<file path="src/rtl/core/assert_macros.svh">
// Assertion macros for the top level of the projection block.
// Depends on nothing; SYNTH selects empty bodies for synthesis.
`ifndef ASSERT_MACROS_SVH
`define ASSERT_MACROS_SVH
`ifndef SYNTH
`define WPP_ASSERT(name, clk, rst, prop, msg) \
   name: assert property (@(posedge clk) disable iff (rst) prop) else $error(msg);
`define WPP_ASSERT_NEVER(name, clk, rst, prop, msg) \
   name: assert property (@(posedge clk) disable iff (rst) !(prop)) else $error(msg);
`else
`define WPP_ASSERT(name, clk, rst, prop, msg)
`define WPP_ASSERT_NEVER(name, clk, rst, prop, msg)
`endif
`endif

</file>
<file path="src/rtl/core/wpp_pkg.sv">
// Types, constants and helper functions of the projection block.
// Used by every module under rtl/core.
`default_nettype none
package wpp_pkg;
   localparam int COORD_WIDTH = 32;
   localparam int FRAC_BITS   = 16;
   localparam int POSE_N      = 12;
   localparam int DIV_BITS    = 34;
   localparam int DIV_LAT     = DIV_BITS + 3;
   localparam int XFORM_LAT   = 3;
   localparam int TOTAL_LAT   = XFORM_LAT + DIV_LAT;

   localparam logic FUNC_LOAD    = 1'b0;
   localparam logic FUNC_PROJECT = 1'b1;

   localparam logic [1:0] REG_FOCAL_X  = 2'd0;
   localparam logic [1:0] REG_FOCAL_Y  = 2'd1;
   localparam logic [1:0] REG_CENTER_X = 2'd2;
   localparam logic [1:0] REG_CENTER_Y = 2'd3;

   localparam logic [31:0] ONE_FX = 32'(1) << FRAC_BITS;

   typedef struct packed {
      logic               func;
      logic [3:0]         pose_slot;
      logic signed [31:0] pose_value;
      logic signed [31:0] world_x;
      logic signed [31:0] world_y;
      logic signed [31:0] world_z;
   } req_item_type;

   typedef struct packed {
      logic signed [31:0] pixel_u;
      logic signed [31:0] pixel_v;
      logic signed [31:0] cam_depth;
      logic               zero_depth;
   } rsp_item_type;

   typedef struct packed {
      logic [31:0] focal_x;
      logic [31:0] focal_y;
      logic [31:0] center_x;
      logic [31:0] center_y;
   } cfg_type;

   typedef struct packed {
      logic               valid;
      logic signed [31:0] x;
      logic signed [31:0] y;
      logic signed [31:0] z;
   } cam_point_type;

   function automatic logic signed [31:0] sat_cw(input logic signed [63:0] v);
      logic signed [63:0] hi;
      logic signed [63:0] lo;
      hi = 64'sh7FFF_FFFF;
      lo = -hi - 64'sd1;
      if (v > hi) return hi[31:0];
      if (v < lo) return lo[31:0];
      return v[31:0];
   endfunction
endpackage
`default_nettype wire

</file>
<file path="src/rtl/core/wpp_csr.sv">
// Intrinsics register file behind the APB-style port.
// Depends on wpp_pkg.
`default_nettype none
module wpp_csr import wpp_pkg::*; (
   input  wire logic        clock,
   input  wire logic        reset,
   input  wire logic        psel,
   input  wire logic        penable,
   input  wire logic        pwrite,
   input  wire logic [3:0]  paddr,
   input  wire logic [31:0] pwdata,
   output logic [31:0]      prdata,
   output logic             pready,
   output cfg_type          cfg
);
   cfg_type cfg_ff;
   logic    wr;

   assign wr     = psel & penable & pwrite;
   assign pready = 1'b1;
   assign cfg    = cfg_ff;

   always_ff @(posedge clock) begin
      if (reset) begin
         cfg_ff.focal_x  <= 32'd32768000;
         cfg_ff.focal_y  <= 32'd32768000;
         cfg_ff.center_x <= 32'd20971520;
         cfg_ff.center_y <= 32'd15728640;
      end else if (wr) begin
         unique case (paddr[3:2])
            REG_FOCAL_X:  cfg_ff.focal_x  <= pwdata;
            REG_FOCAL_Y:  cfg_ff.focal_y  <= pwdata;
            REG_CENTER_X: cfg_ff.center_x <= pwdata;
            REG_CENTER_Y: cfg_ff.center_y <= pwdata;
            default: ;
         endcase
      end
   end

   always_comb begin
      unique case (paddr[3:2])
         REG_FOCAL_X:  prdata = cfg_ff.focal_x;
         REG_FOCAL_Y:  prdata = cfg_ff.focal_y;
         REG_CENTER_X: prdata = cfg_ff.center_x;
         REG_CENTER_Y: prdata = cfg_ff.center_y;
         default:      prdata = '0;
      endcase
   end
endmodule
`default_nettype wire

</file>
<file path="config.mk">
export PLATFORM = sky130hd
export DESIGN_NAME = wpp_csr
export DESIGN_NICKNAME = d
export VERILOG_FILES = /design/src/rtl/core/assert_macros.svh /design/src/rtl/core/wpp_pkg.sv /design/src/rtl/core/wpp_csr.sv
export SDC_FILE = /design/constraint.sdc
export NUM_CORES = 1
export LEC_CHECK = 0
export BUFFER_PORTS_ARGS = -buffer_cell sky130_fd_sc_hd__buf_2
export CORE_MARGIN = 5
export CORE_UTILIZATION = 50
export CTS_CLUSTER_DIAMETER = 40
export DETAILED_ROUTE_END_ITERATION = 8
export PLACE_DENSITY = 0.76
export SYNTH_ARGS = -nofsm -noshare
export SYNTH_HDL_FRONTEND = slang
export SYNTH_SLANG_ARGS = --single-unit
</file>
<file path="constraint.sdc">
create_clock -name clock -period 1.8 [get_ports clock]
set_input_delay 0 -clock clock [delete_from_list [all_inputs] [get_ports clock]]
set_output_delay 0 -clock clock [all_outputs]
set_load 0.05 [all_outputs]
</file>
* After elaboration in Yosys (flattened, before gate mapping)
Cells that the tools add are included.
** Operators by class
- Eq/ne operators :: 3
- Multiplexer cells :: 1
- Bitwise gates (word level) :: 2
- Reduce and logical (&&, ||, !) cells :: 5
** Operators by type and width (number)
- $pmux 32 s4 :: 1
- $reduce_and 2->1 :: 4
- $eq 2x2->1 const B :: 2
- $and 1x1->1 :: 2
- $eq 2x1->1 const B :: 1
- $logic_not 2->1 :: 1
** Storage, ports and cells
- Flip-flop bits (word level) :: 128
- Output and inout port bits :: 161
- Logic and storage cells :: 15

* Depth between registers and ports, before layout
- Depth after elaboration :: 3
- Mapped depth :: 6

* Worst setup path before layout
No wires, ideal clock.
- Kind :: reg2out
- Start point :: register cfg_ff, in the netlist cfg[0]
- End point :: output prdata[0]
- Data arrival time :: 1.153 ns
- Required time :: 1.800 ns
- Setup slack :: 0.647 ns
- Cell stages (with the launch flop) :: 2
- Path buffers :: 0
- Cell sequence :: dfxtp_1 -> mux4_2
** On the way
- Word-level cells in the longest chain between the ends :: 1
** RTL lines
- start: declaration :: line wpp_csr.sv:16 : cfg_type cfg_ff;
- $pmux 32 s4 :: line wpp_csr.sv:41 : unique case (paddr[3:2])
- end: declaration :: line wpp_csr.sv:12 : output logic [31:0] prdata,
Every way passes these cells.

* Worst setup path after layout
- Start point :: register cfg_ff, in the netlist cfg[31]
- End point :: output prdata[31]
Same word-level chain as after synthesis.

==> key figures <==
Critical path
  – Worst path arrival time: 1.46 ns
  – Critical path endpoint category: output port
  – WS Path Type: reg -> out
  – Crit-path max FO: 3
  – WP data required: 1.80 ns
  – Startpoint types: flip-flop

Power and ir drop
  – Leakage power: 0.003797 µW
  – Max VDD drop: 538.8 µV
  – Pwr dens: 907.1 mW/mm²

Timing
  – Part of the cycle the worst path needs: 81.20%
  – Clock skew: 0 ns
  – Final critical-path required period: 1.462 ns
  – WHS: 0.1283 ns
  – # setup viols final: 0
  – Worst-margin pin slew: 0.7235 ns
  – Hold Vio Cnt, Final: 0
  – Slew Limit Headroom: 51.77%
  – Setup TNS: 0 ns
  – Final slew viol count: 0
  – RSZ-0062 raised after global routing: no
  – Fmax: 684.1 MHz

CTS
  – H-Tree Depth: 4
  – Clock Latency Late Sink: 0.40 ns
  – CTS tree: done
  – Num CTS Buffers: 17
  – CTS Root Cell: clkbuf_16
  – CTS max path bufs: 2
  – Clk sinks: 128
  – Clk slew on worst S/H paths: 0.05 ns

Floorplanning
  – FP Rows: 39
  – Die Ht: 118.3 µm
  – DIE WIDTH: 118.3 µm
  – Die area: 0.01400 mm²
  – Boundary Pins: 202
  – Core Area: 0.01147 mm²
  – Initial Utilization: 51.15%

Placed design
  – Dpl hpwl: 11.08 mm
  – I/O Buffers: 198
  – Gp weighted congestion: 0.8586

Flow run
  – Max cap viols: 0

Synth
  – Synth cell types: 20
  – Xor-xnor portion of the synthesized cell area: 0%
  – Simple-gate share of the synthesized area: 17.56%
  – Post-synth EDFFs: 0
  – Avg Inst Size Synth: 10.86 µm²
  – Synthesized area: 0.005866 mm²
  – Top FF cell, synth: dfxtp_1
  – Adder-cell share of the synthesized area: 0%
  – Largest family of logic cells by synthesized area: multiplexers
  – Syn nets: 581
  – Async SR Flop Fraction: 0%
  – Post-synthesis sequential area ratio: 43.69%
  – Post-synthesis mux area share: 29.01%
  – Synth Register Bits: 128
  – Compound-Gate Fraction of Synth Area: 5.119%
  – Mapped Cells: 540
  – Synthesis Warnings: 0

Routing
  – Antenna Nets Post-Route: 0
  – Iter 0 DRT Violations: 253
  – Vias per cell: 5.369
  – Average wire per standard cell: 17.79 µm
  – Drt drc: 0
  – DR pass1 iterations: 4
  – Final WL: 16.28 mm
  – Detailed-route via count: 4913

Hold path
  – Min-delay worst type: in -> reg

Global routing
  – Vias in the first global route: 5195
  – Remaining global-route overflow: 0
  – Pin count of the biggest net entering global routing: 69
  – First-pass GRT wire length: 26.75 mm
  – Antenna violations before repair: 1
  – Gr usage total: 23.16%

Final layout
  – Max reg flops: 128
  – Final net count: 799
  – Sequential Area: 0.002562 mm²
  – Area grow syn2layout: 34.68%
  – # fillers: 870
  – Multi-input gate area: 0.003047 mm²
  – Layout cells sized above 1: 36.32%

Run status
  – Status: complete, no violations
[critical path, cell delays in order (launching register included)]
cell     delay (ns)
dfxtp_1        0.32
mux4_2         0.50
buf_2          0.23
[cell usage after synthesis, types with 2 or more instances]
library cell / instances / area share (%)
mux4_2: 32 / 12
o21ai_0: 52 / 4.4
or3_1: 2 / 0.21
clkbuf_1: 24 / 1.5
o21ai_1: 8 / 0.68
nor2b_1: 30 / 3.2
buf_2: 10 / 0.85
buf_4: 6 / 0.77
nand2b_1: 112 / 12
buf_6: 7 / 1.3
dfxtp_1: 128 / 44
mux2i_1: 98 / 17
nor2_1: 24 / 1.5
[logic make-up (layout without fill, tap and decap cells)]
kind of cell	after synthesis	after routing
flip-flops	128	128
AND/OR/NAND/NOR	173	173
multiplexers	130	130
other	1	2
buffers and inverters	48	279
AO/OA/AOI/OAI	60	60
[cells in the final DEF (no fill, tap or decap), drive strengths merged, types with 7 or more instances in the layout]
| master | netlist | routed |
|---|---|---|
| mux2i | 98 | 98 |
| nor2 | 24 | 24 |
| dlygate4sd3 | 0 | 32 |
| clkinv | 0 | 7 |
| clkbuf | 24 | 19 |
| nand2b | 112 | 112 |
| nor2b | 30 | 30 |
| mux4 | 32 | 32 |
| buf | 23 | 214 |
| o21ai | 60 | 60 |
| dfxtp | 128 | 128 |
[repair_timing]
item / in CTS / in global routing
hold endpoints to repair: 127 / 0
hold buffers: 32 / 0
setup buffers: 0 / 0
gates resized for setup: 0 / 0
[where the power goes]
group | internal (µW) | switching (µW) | total, µW
Sequential | 2870 | 29.7 | 2900
Combinational | 261 | 432 | 692
Clock | 2320 | 1250 | 3570
[per-stage QoR]
stage	instances	util (%)	total power (µW)	cell area, µm²	worst slack, ns
after floorplan	540	-	3428	5866	0.6470
after global placement	850	60.65	3587	6955	0.4539
after detailed placement	850	60.65	3599	6955	0.4079
after CTS	914	68.87	7223	7898	0.3275
after global routing	915	68.89	7397	7900	0.3047
final	915	68.89	7166	7900	0.3383
[worst paths after layout]
check,startpoint,to,slack (ns),depth (start not counted)
worst max-delay path,cfg[31],prdata[31],0.34,2
worst min-delay path,reset,cfg[37],0.13,4
worst max register to register,cfg[43],cfg[43],1.02,3
worst min register to register,cfg[93],cfg[93],0.48,2
[cell type report]
type	instances	area share, %
Antenna cell	1	0.03168
Tap cell	143	2.265
Clock inverter	13	2.392
Timing Repair Buffer	246	18.78
Multi-Input combinational cell	364	38.57
Sequential cell	128	32.44
Clock buffer	19	5.480
Inverter	1	0.04751
[layer usage]
| metal | vias up | global-route usage (%) | share of wire [%] |
|---|---|---|---|
| met5 | - | 0 | 0 |
| met4 | 0 | 8.674 | 1.9 |
| met3 | 26 | 6.160 | 6.5 |
| met2 | 181 | 39.06 | 50 |
| met1 | 2395 | 28.40 | 42 |
| li1 | 2311 | - | - |
(Power assumes the default switching activity.)
